**src/hdl/aov_pkg.sv**
```systemverilog
`default_nettype none

package aov_pkg;

  localparam int CoordWidth = 32;
  localparam int DiffWidth  = CoordWidth + 1;
  localparam int PushWidth  = CoordWidth + 2;
  localparam int NumAxes    = 3;

  typedef logic signed [CoordWidth-1:0] coord_t;
  typedef logic signed [DiffWidth-1:0]  diff_t;
  typedef logic        [DiffWidth-1:0]  mag_t;
  typedef logic signed [PushWidth-1:0]  push_t;

  typedef enum logic [1:0] {
    AXIS_X = 2'd0,
    AXIS_Y = 2'd1,
    AXIS_Z = 2'd2
  } axis_t;

  // Magnitudes of both Minkowski bounds per axis, with the overlap flag.
  typedef struct packed {
    logic                    hit;
    logic [NumAxes-1:0][DiffWidth-1:0] mag_lo;
    logic [NumAxes-1:0][DiffWidth-1:0] mag_hi;
  } mag_set_t;

endpackage

`default_nettype wire

```
**src/hdl/aov_if.sv**
```systemverilog
`default_nettype none

interface aov_box_if;
  logic           valid;
  logic           ready;
  aov_pkg::coord_t a_min_x;
  aov_pkg::coord_t a_min_y;
  aov_pkg::coord_t a_min_z;
  aov_pkg::coord_t a_max_x;
  aov_pkg::coord_t a_max_y;
  aov_pkg::coord_t a_max_z;
  aov_pkg::coord_t b_min_x;
  aov_pkg::coord_t b_min_y;
  aov_pkg::coord_t b_min_z;
  aov_pkg::coord_t b_max_x;
  aov_pkg::coord_t b_max_y;
  aov_pkg::coord_t b_max_z;

  modport source (
    output valid, a_min_x, a_min_y, a_min_z, a_max_x, a_max_y, a_max_z,
           b_min_x, b_min_y, b_min_z, b_max_x, b_max_y, b_max_z,
    input  ready
  );
  modport sink (
    input  valid, a_min_x, a_min_y, a_min_z, a_max_x, a_max_y, a_max_z,
           b_min_x, b_min_y, b_min_z, b_max_x, b_max_y, b_max_z,
    output ready
  );
endinterface

interface aov_push_if;
  logic           valid;
  logic           ready;
  logic           hit;
  aov_pkg::push_t push_x;
  aov_pkg::push_t push_y;
  aov_pkg::push_t push_z;

  modport source (output valid, hit, push_x, push_y, push_z, input ready);
  modport sink   (input  valid, hit, push_x, push_y, push_z, output ready);
endinterface

`default_nettype wire

```
**src/hdl/aov_diff.sv**
```systemverilog
`default_nettype none

// Stages 1 and 2: Minkowski bounds, then their magnitudes and the overlap flag.
module aov_diff (
  input  wire logic              clk,
  input  wire logic              rst,
  input  wire logic              advance,
  input  wire logic              in_valid,
  input  wire aov_pkg::coord_t   a_min [aov_pkg::NumAxes],
  input  wire aov_pkg::coord_t   a_max [aov_pkg::NumAxes],
  input  wire aov_pkg::coord_t   b_min [aov_pkg::NumAxes],
  input  wire aov_pkg::coord_t   b_max [aov_pkg::NumAxes],
  output logic                   out_valid,
  output aov_pkg::mag_set_t      out_mags
);

  logic           s1_valid;
  aov_pkg::diff_t s1_lo [aov_pkg::NumAxes];
  aov_pkg::diff_t s1_hi [aov_pkg::NumAxes];

  always_ff @(posedge clk) begin
    if (rst) begin
      s1_valid  <= 1'b0;
      out_valid <= 1'b0;
    end else if (advance) begin
      s1_valid  <= in_valid;
      out_valid <= s1_valid;
    end
  end

  always_ff @(posedge clk) begin
    if (advance) begin
      for (int ax = 0; ax < aov_pkg::NumAxes; ax++) begin
        s1_lo[ax] <= {a_min[ax][aov_pkg::CoordWidth-1], a_min[ax]}
                   - {b_max[ax][aov_pkg::CoordWidth-1], b_max[ax]};
        s1_hi[ax] <= {a_max[ax][aov_pkg::CoordWidth-1], a_max[ax]}
                   - {b_min[ax][aov_pkg::CoordWidth-1], b_min[ax]};
      end
    end
  end

  logic hit_all;

  always_comb begin
    hit_all = 1'b1;
    for (int ax = 0; ax < aov_pkg::NumAxes; ax++) begin
      if (s1_lo[ax] > 0 || s1_hi[ax] < 0) begin
        hit_all = 1'b0;
      end
    end
  end

  // The most negative bound, -2^32 + 1, negates to 2^32 - 1, which the unsigned
  // magnitude still holds.
  always_ff @(posedge clk) begin
    if (advance) begin
      out_mags.hit <= hit_all;
      for (int ax = 0; ax < aov_pkg::NumAxes; ax++) begin
        out_mags.mag_lo[ax] <= s1_lo[ax][aov_pkg::DiffWidth-1] ?
                               aov_pkg::mag_t'(-s1_lo[ax]) : aov_pkg::mag_t'(s1_lo[ax]);
        out_mags.mag_hi[ax] <= s1_hi[ax][aov_pkg::DiffWidth-1] ?
                               aov_pkg::mag_t'(-s1_hi[ax]) : aov_pkg::mag_t'(s1_hi[ax]);
      end
    end
  end

endmodule

`default_nettype wire

```
**src/hdl/aov_select.sv**
```systemverilog
`default_nettype none

// Stages 3 to 5: smallest magnitude per axis, then across axes, then the push.
// Every compare uses <= so that the earlier candidate wins a tie.
module aov_select (
  input  wire logic              clk,
  input  wire logic              rst,
  input  wire logic              advance,
  input  wire logic              in_valid,
  input  wire aov_pkg::mag_set_t in_mags,
  output logic                   out_valid,
  output logic                   out_hit,
  output aov_pkg::push_t         out_push_x,
  output aov_pkg::push_t         out_push_y,
  output aov_pkg::push_t         out_push_z
);

  logic          s3_valid;
  logic          s3_hit;
  aov_pkg::mag_t s3_mag [aov_pkg::NumAxes];
  logic          s3_low [aov_pkg::NumAxes];

  logic          s4_valid;
  logic          s4_hit;
  aov_pkg::mag_t s4_mag_xy;
  logic          s4_low_xy;
  aov_pkg::axis_t s4_axis_xy;
  aov_pkg::mag_t s4_mag_z;
  logic          s4_low_z;

  always_ff @(posedge clk) begin
    if (rst) begin
      s3_valid  <= 1'b0;
      s4_valid  <= 1'b0;
      out_valid <= 1'b0;
    end else if (advance) begin
      s3_valid  <= in_valid;
      s4_valid  <= s3_valid;
      out_valid <= s4_valid;
    end
  end

  always_ff @(posedge clk) begin
    if (advance) begin
      s3_hit <= in_mags.hit;
      for (int ax = 0; ax < aov_pkg::NumAxes; ax++) begin
        if (in_mags.mag_lo[ax] <= in_mags.mag_hi[ax]) begin
          s3_mag[ax] <= in_mags.mag_lo[ax];
          s3_low[ax] <= 1'b1;
        end else begin
          s3_mag[ax] <= in_mags.mag_hi[ax];
          s3_low[ax] <= 1'b0;
        end
      end
    end
  end

  always_ff @(posedge clk) begin
    if (advance) begin
      s4_hit   <= s3_hit;
      s4_mag_z <= s3_mag[2];
      s4_low_z <= s3_low[2];
      if (s3_mag[0] <= s3_mag[1]) begin
        s4_mag_xy  <= s3_mag[0];
        s4_low_xy  <= s3_low[0];
        s4_axis_xy <= aov_pkg::AXIS_X;
      end else begin
        s4_mag_xy  <= s3_mag[1];
        s4_low_xy  <= s3_low[1];
        s4_axis_xy <= aov_pkg::AXIS_Y;
      end
    end
  end

  aov_pkg::mag_t  best_mag;
  logic           best_low;
  aov_pkg::axis_t best_axis;
  aov_pkg::push_t best_push;

  // A low bound is never positive, so its negation is +magnitude; a high
  // bound is never negative, so its negation is -magnitude.
  always_comb begin
    if (s4_mag_xy <= s4_mag_z) begin
      best_mag  = s4_mag_xy;
      best_low  = s4_low_xy;
      best_axis = s4_axis_xy;
    end else begin
      best_mag  = s4_mag_z;
      best_low  = s4_low_z;
      best_axis = aov_pkg::AXIS_Z;
    end
    best_push = best_low ? aov_pkg::push_t'({1'b0, best_mag})
                         : -aov_pkg::push_t'({1'b0, best_mag});
  end

  always_ff @(posedge clk) begin
    if (advance) begin
      out_hit    <= s4_hit;
      out_push_x <= '0;
      out_push_y <= '0;
      out_push_z <= '0;
      if (s4_hit) begin
        unique case (best_axis)
          aov_pkg::AXIS_X: out_push_x <= best_push;
          aov_pkg::AXIS_Y: out_push_y <= best_push;
          aov_pkg::AXIS_Z: out_push_z <= best_push;
          default:         out_push_x <= '0;
        endcase
      end
    end
  end

endmodule

`default_nettype wire

```
**src/hdl/aabb_overlap_push_vector.sv**
```systemverilog
`default_nettype none

// Box overlap test with minimum push vector. Each transaction on box_in carries
// the min and max corners of boxes A and B in signed Q16.16; the matching
// transaction on push_out gives the hit flag and the push vector in signed
// Q18.16, zero on the axes not chosen and zero everywhere on a miss. The block
// is a five-stage pipeline (bounds, magnitudes, per-axis minimum, x/y minimum,
// final minimum and push) that takes one box pair per cycle unless it holds.
// The whole pipeline holds while the output register has a result that
// push_out does not take; box_in.ready then falls, and no result is lost or
// repeated.
module aabb_overlap_push_vector (
  input  wire logic   clk,
  input  wire logic   rst,
  aov_box_if.sink     box_in,
  aov_push_if.source  push_out
);

  logic              advance;
  logic              mags_valid;
  aov_pkg::mag_set_t mags;

  aov_pkg::coord_t a_min [aov_pkg::NumAxes];
  aov_pkg::coord_t a_max [aov_pkg::NumAxes];
  aov_pkg::coord_t b_min [aov_pkg::NumAxes];
  aov_pkg::coord_t b_max [aov_pkg::NumAxes];

  assign advance      = !push_out.valid || push_out.ready;
  assign box_in.ready = advance;

  assign a_min[0] = box_in.a_min_x;
  assign a_min[1] = box_in.a_min_y;
  assign a_min[2] = box_in.a_min_z;
  assign a_max[0] = box_in.a_max_x;
  assign a_max[1] = box_in.a_max_y;
  assign a_max[2] = box_in.a_max_z;
  assign b_min[0] = box_in.b_min_x;
  assign b_min[1] = box_in.b_min_y;
  assign b_min[2] = box_in.b_min_z;
  assign b_max[0] = box_in.b_max_x;
  assign b_max[1] = box_in.b_max_y;
  assign b_max[2] = box_in.b_max_z;

  aov_diff u_diff (
    .clk       (clk),
    .rst       (rst),
    .advance   (advance),
    .in_valid  (box_in.valid),
    .a_min     (a_min),
    .a_max     (a_max),
    .b_min     (b_min),
    .b_max     (b_max),
    .out_valid (mags_valid),
    .out_mags  (mags)
  );

  aov_select u_select (
    .clk        (clk),
    .rst        (rst),
    .advance    (advance),
    .in_valid   (mags_valid),
    .in_mags    (mags),
    .out_valid  (push_out.valid),
    .out_hit    (push_out.hit),
    .out_push_x (push_out.push_x),
    .out_push_y (push_out.push_y),
    .out_push_z (push_out.push_z)
  );

endmodule

`default_nettype wire
```
**src/flat_wrapper.sv**
```systemverilog
// flat-port wrapper written by rule: the top's interface ports become plain ports
module aabb_overlap_push_vector_flat 
  (clk, rst, box_in_valid, box_in_a_min_x, box_in_a_min_y, box_in_a_min_z, box_in_a_max_x, box_in_a_max_y, box_in_a_max_z, box_in_b_min_x, box_in_b_min_y, box_in_b_min_z, box_in_b_max_x, box_in_b_max_y, box_in_b_max_z, box_in_ready, push_out_valid, push_out_hit, push_out_push_x, push_out_push_y, push_out_push_z, push_out_ready);
  aov_box_if box_in_i ();
  aov_push_if push_out_i ();
  input  wire logic clk;
  input  wire logic rst;
  input wire logic [$bits(box_in_i.valid)-1:0] box_in_valid;
  input wire logic [$bits(box_in_i.a_min_x)-1:0] box_in_a_min_x;
  input wire logic [$bits(box_in_i.a_min_y)-1:0] box_in_a_min_y;
  input wire logic [$bits(box_in_i.a_min_z)-1:0] box_in_a_min_z;
  input wire logic [$bits(box_in_i.a_max_x)-1:0] box_in_a_max_x;
  input wire logic [$bits(box_in_i.a_max_y)-1:0] box_in_a_max_y;
  input wire logic [$bits(box_in_i.a_max_z)-1:0] box_in_a_max_z;
  input wire logic [$bits(box_in_i.b_min_x)-1:0] box_in_b_min_x;
  input wire logic [$bits(box_in_i.b_min_y)-1:0] box_in_b_min_y;
  input wire logic [$bits(box_in_i.b_min_z)-1:0] box_in_b_min_z;
  input wire logic [$bits(box_in_i.b_max_x)-1:0] box_in_b_max_x;
  input wire logic [$bits(box_in_i.b_max_y)-1:0] box_in_b_max_y;
  input wire logic [$bits(box_in_i.b_max_z)-1:0] box_in_b_max_z;
  output wire logic [$bits(box_in_i.ready)-1:0] box_in_ready;
  output wire logic [$bits(push_out_i.valid)-1:0] push_out_valid;
  output wire logic [$bits(push_out_i.hit)-1:0] push_out_hit;
  output wire logic [$bits(push_out_i.push_x)-1:0] push_out_push_x;
  output wire logic [$bits(push_out_i.push_y)-1:0] push_out_push_y;
  output wire logic [$bits(push_out_i.push_z)-1:0] push_out_push_z;
  input wire logic [$bits(push_out_i.ready)-1:0] push_out_ready;
  assign box_in_i.valid = box_in_valid;
  assign box_in_i.a_min_x = box_in_a_min_x;
  assign box_in_i.a_min_y = box_in_a_min_y;
  assign box_in_i.a_min_z = box_in_a_min_z;
  assign box_in_i.a_max_x = box_in_a_max_x;
  assign box_in_i.a_max_y = box_in_a_max_y;
  assign box_in_i.a_max_z = box_in_a_max_z;
  assign box_in_i.b_min_x = box_in_b_min_x;
  assign box_in_i.b_min_y = box_in_b_min_y;
  assign box_in_i.b_min_z = box_in_b_min_z;
  assign box_in_i.b_max_x = box_in_b_max_x;
  assign box_in_i.b_max_y = box_in_b_max_y;
  assign box_in_i.b_max_z = box_in_b_max_z;
  assign box_in_ready = box_in_i.ready;
  assign push_out_valid = push_out_i.valid;
  assign push_out_hit = push_out_i.hit;
  assign push_out_push_x = push_out_i.push_x;
  assign push_out_push_y = push_out_i.push_y;
  assign push_out_push_z = push_out_i.push_z;
  assign push_out_i.ready = push_out_ready;
  aabb_overlap_push_vector u_core (.clk(clk), .rst(rst), .box_in(box_in_i), .push_out(push_out_i));
endmodule
```
**config.mk**
```make
export PLATFORM = sky130hd
export DESIGN_NAME = aabb_overlap_push_vector_flat
export DESIGN_NICKNAME = d
export VERILOG_FILES = /design/src/hdl/aov_pkg.sv /design/src/hdl/aov_if.sv /design/src/hdl/aov_diff.sv /design/src/hdl/aov_select.sv /design/src/hdl/aabb_overlap_push_vector.sv /design/src/flat_wrapper.sv
export SDC_FILE = /design/constraint.sdc
export NUM_CORES = 2
export LEC_CHECK = 0
export BUFFER_PORTS_ARGS = -buffer_cell sky130_fd_sc_hd__buf_2
export CAP_MARGIN = 20
export CORE_MARGIN = 2
export CORE_UTILIZATION = 56
export CTS_CLUSTER_DIAMETER = 60
export DETAILED_ROUTE_END_ITERATION = 8
export PLACE_DENSITY_LB_ADDON = 0.3
export SYNTH_ARGS = -nofsm -noshare
export SYNTH_HDL_FRONTEND = slang
export SYNTH_HIERARCHICAL = 1
export SYNTH_SLANG_ARGS = --single-unit
```
**constraint.sdc**
```tcl
create_clock -name clk -period 28.9 [get_ports clk]
set_input_delay 1.445 -clock clk [delete_from_list [all_inputs] [get_ports clk]]
set_output_delay 1.445 -clock clk [all_outputs]
set_load 0.02 [all_outputs]
```
==> metrics.md <==
| Metric | Value |
|---|---|
| Synth warnings | `6` |
| Mapped Avg Cell Area | `10.78 um2` |
| Worst-Margin Slew | `1121 ps` |
| Unrepaired setup endpoints after global routing | `false` |
| Total gr overflow | `0` |
| Simple-Gate Fraction of Synth Area | `10.71%` |
| Core area | `0.07570 mm2` |
| Cell variety after synth | `84` |
| Remaining DRCs | `0` |
| Status | `finished clean` |
| Pin count of the biggest net entering global routing | `172` |
| Met1 Usage GRT | `35.28%` |
| Port Buffers | `492` |
| Die H | `280.2 um` |
| Max-slew violations | `0` |
| Root Buffer | `clkbuf_16` |
| Commonest non-fill, non-tap cell in the layout | `edfxtp_1` |
| Post-CTS Setup Bufs | `0` |
| Initial antenna violation count | `1` |
| Diode count | `0` |
| Power per standard cell area | `88.87 mW/mm2` |
| Synth Area in Compound Gates | `13.44%` |
| Deepest clock path buffer count | `3` |
| Ys async rst share | `0%` |
| Post-synth top area cell | `edfxtp_1` |
| R2R Setup Slk | `23,190 ps` |
| Global-route wire length before repair | `155,600 um` |
| Final setup margin | `23,190 ps` |
| Hold path depth | `0` |
| Post-synth EDFFs | `672` |
| All-Layer GR Usage | `24.98%` |
| Critical Path Sink | `u_core/u_select/out_push_y[20]$_SDFFCE_PN0P_` |
| Cells on worst reg2reg path | `18` |
| Met2 usage | `40.61%` |
| Via density | `5.663` |
| Commonest cells after routing, fill and taps aside | `edfxtp_1, buf_2, inv_1, ha_1, xnor2_1` |
| Peak supply drop | `0.08107 mV` |
| DR vias | `31,090` |
| Crit Path Max Fanout | `38` |
| Slew headroom | `24.91%` |
| Post-synthesis mux area share | `4.199%` |
| R2R Path Start | `u_core/u_select/s4_mag_xy[31]$_DFFE_PP_` |
| Die Width | `280.2 um` |
| Post-route ant nets | `0` |
| Final Skew | `26.53 ps` |
| Post-Syn Area | `0.04273 mm2` |
| Post-Syn Instances | `3,965` |
| Lkg Pwr | `21.38 nW` |
| Initial core utilization | `56.45%` |
| Total Wirelength | `100,100 um` |
| Vias in the first global route | `29,350` |
| FMAX | `175.3 MHz` |
| CTS tree | `built` |
| Hold_buf cts | `0` |
| Drt pass-1 iters | `5` |
| Routability cong. | `0.9227` |
| Area growth syn-to-layout | `13.57%` |
| Synth Net Count | `4,726` |
| Die area | `0.07853 mm2` |
| CP Capture Type | `register` |
| Startpoint type of the worst setup path | `register` |
| Fin crit period | `5706 ps` |
| Final Hold Fails | `0` |
| Setup-failing EPs final | `0` |
| Worst EP required | `29,250 ps` |
| Number of top-level pins | `493` |
| Most Crowded Layer GR | `met2` |
| Setup Total Neg Slack | `0 ps` |
| GR Util met3 | `3.606%` |
| CP startpoint | `u_core/u_select/s4_mag_xy[31]$_DFFE_PP_` |
| Iter 0 DRT Violations | `2,280` |
| Post-DP HPWL | `77,620 um` |
| Post-Synth Adder-Cell Area | `11.03%` |
| Share of cells above drive strength 1 | `17.75%` |
| Post-Place Worst Slack | `23,270 ps` |
| Max-cap viol count | `0` |
| WL/cell | `18.24 um` |
| Reg clk slew, reported paths | `60 ps` |
| Rows | `101` |
| Crit share post-route | `19.74%` |
| Post_cts resized | `0` |
| Fillers | `5,974` |
| Clk sinks | `678` |
| CTS Buf Count | `71` |
| Htree depth | `3` |
| CP arrival | `6060 ps` |
| Yosys top cell area share | `47.23%` |
| Synth Register Bits | `678` |
| WS Path Type | `reg -> reg` |
| Reg-to-Reg End | `u_core/u_select/out_push_y[20]$_SDFFCE_PN0P_` |
| XOR/XNOR share of the synthesized area | `8.158%` |
| Net count, final | `5,219` |
| Worst-Skew Late Latency | `610 ps` |
| Synth area leaders | `edfxtp_1, ha_1, xnor2_1, inv_1, mux2_2` |
| HP Class | `reg -> reg` |
| Top_reg_cell synth | `edfxtp_1` |
| Sequential share of the synthesized area | `47.51%` |
| Main combinational cell family by area after synthesis | `compound AO/OA/AOI/OAI gates` |
-- final cells by class --
cell class	instances	area, um2	share of cell area (%)
clock buffer	84	1889	3.893
clock inverter	43	444.2	0.9153
inverter	454	1704	3.512
multi-input combinational	2742	20330	41.88
sequential	678	20300	41.83
tap	978	1224	2.522
timing repair buffer	511	2641	5.443
-- cell usage after synthesis, drive strengths merged, types with 31 or more instances --
master and count:
edfxtp 672, inv 453, ha 367, xnor2 327
nor2 279, a21oi 242, nand2 220, o21ai 191
mux2 143, a21o 134, xor2 71, o31ai 66
nand4 63, nand3 62, clkbuf 61, nor3 49
o21a 45, or3 41, or4 41, nor2b 40
nor4 37, o41ai 32, o21bai 31
-- metrics by stage --
step	power, W	utilization, %	hold slack (ps)	std cells	cell area (um2)
6_report	0.004313	64.11	414.2	5490	48530
2_1_floorplan	0.002854	-	400.3	3965	42730
5_1_grt	0.004555	64.11	418.9	5490	48530
3_5_place_dp	0.003383	61.03	404.5	5363	46190
4_1_cts	0.004315	64.11	415.4	5490	48530
3_3_place_gp	0.003358	60.97	401.7	5361	46160
-- layer usage --
metal | routed length [um] | part of all wire (%) | up-vias
li1 | - | - | 15420
met4 | 2361 | 2.4 | 2
met3 | 5741 | 5.7 | 135
met2 | 46360 | 46 | 915
met5 | 13 | 0.013 | -
met1 | 45630 | 46 | 14620
-- how the worst min path moves through the flow --
stage                                                    from                                     end  slack, ps
floorplan           u_core/u_diff/out_mags[198]$_SDFFCE_PP0P_        u_core/u_select/s3_hit$_DFFE_PP_        400
global placement      u_core/u_select/s3_mag[2][23]$_DFFE_PP_  u_core/u_select/s4_mag_z[23]$_DFFE_PP_        400
detailed placement    u_core/u_select/s3_mag[2][23]$_DFFE_PP_  u_core/u_select/s4_mag_z[23]$_DFFE_PP_        400
CTS                    u_core/u_select/s3_mag[2][8]$_DFFE_PP_   u_core/u_select/s4_mag_z[8]$_DFFE_PP_        420
global route           u_core/u_select/s3_mag[2][8]$_DFFE_PP_   u_core/u_select/s4_mag_z[8]$_DFFE_PP_        420
finish                u_core/u_select/s3_mag[2][23]$_DFFE_PP_  u_core/u_select/s4_mag_z[23]$_DFFE_PP_        410
-- worst max-delay path, stage by stage (launching register included) --
cell,delay (ps)
edfxtp_1,440
ha_1,350
nand4_1,130
nor2_1,300
nand4_1,230
or4_4,570
o41ai_4,70
buf_4,420
mux2i_1,330
ha_1,300
nor4b_1,510
and4_1,340
nor3b_2,220
nand2_1,110
or3_1,410
nor4b_1,250
or3_1,190
xor2_1,200
nor2_1,70
-- cell families (layout without fill, tap and decap cells) --
| kind of cell | count (synthesis) | in the layout |
|---|---|---|
| adders and majority gates | 373 | 373 |
| and+or+nand+nor | 926 | 926 |
| AOI/OAI and AO/OA | 884 | 884 |
| muxes | 161 | 161 |
| xor gates and xnor gates | 398 | 398 |
| DFF | 678 | 678 |
| buffers and inverters | 545 | 1092 |
-- report_power, final --
| part | switching (W) | internal, W | total, W |
|---|---|---|---|
| logic | 0.000919 | 0.000727 | 0.00165 |
| clock network | 0.000371 | 0.000540 | 0.000911 |
| registers | 0.000273 | 0.00148 | 0.00176 |
-- sequential cells by signal, indices dropped and copies added, names as in the netlist, 3 cells and up --
register / cells
u_core/u_select/s4_mag_z: 33
u_core/u_diff/s1_hi: 99
u_core/u_select/out_push_x: 34
u_core/u_diff/out_mags: 199
u_core/u_select/s3_mag: 99
u_core/u_select/s4_mag_xy: 33
u_core/u_select/s3_low: 3
u_core/u_diff/s1_lo: 99
u_core/u_select/out_push_z: 34
u_core/u_select/out_push_y: 34
Note: power is estimated with default switching activity, not from simulation.
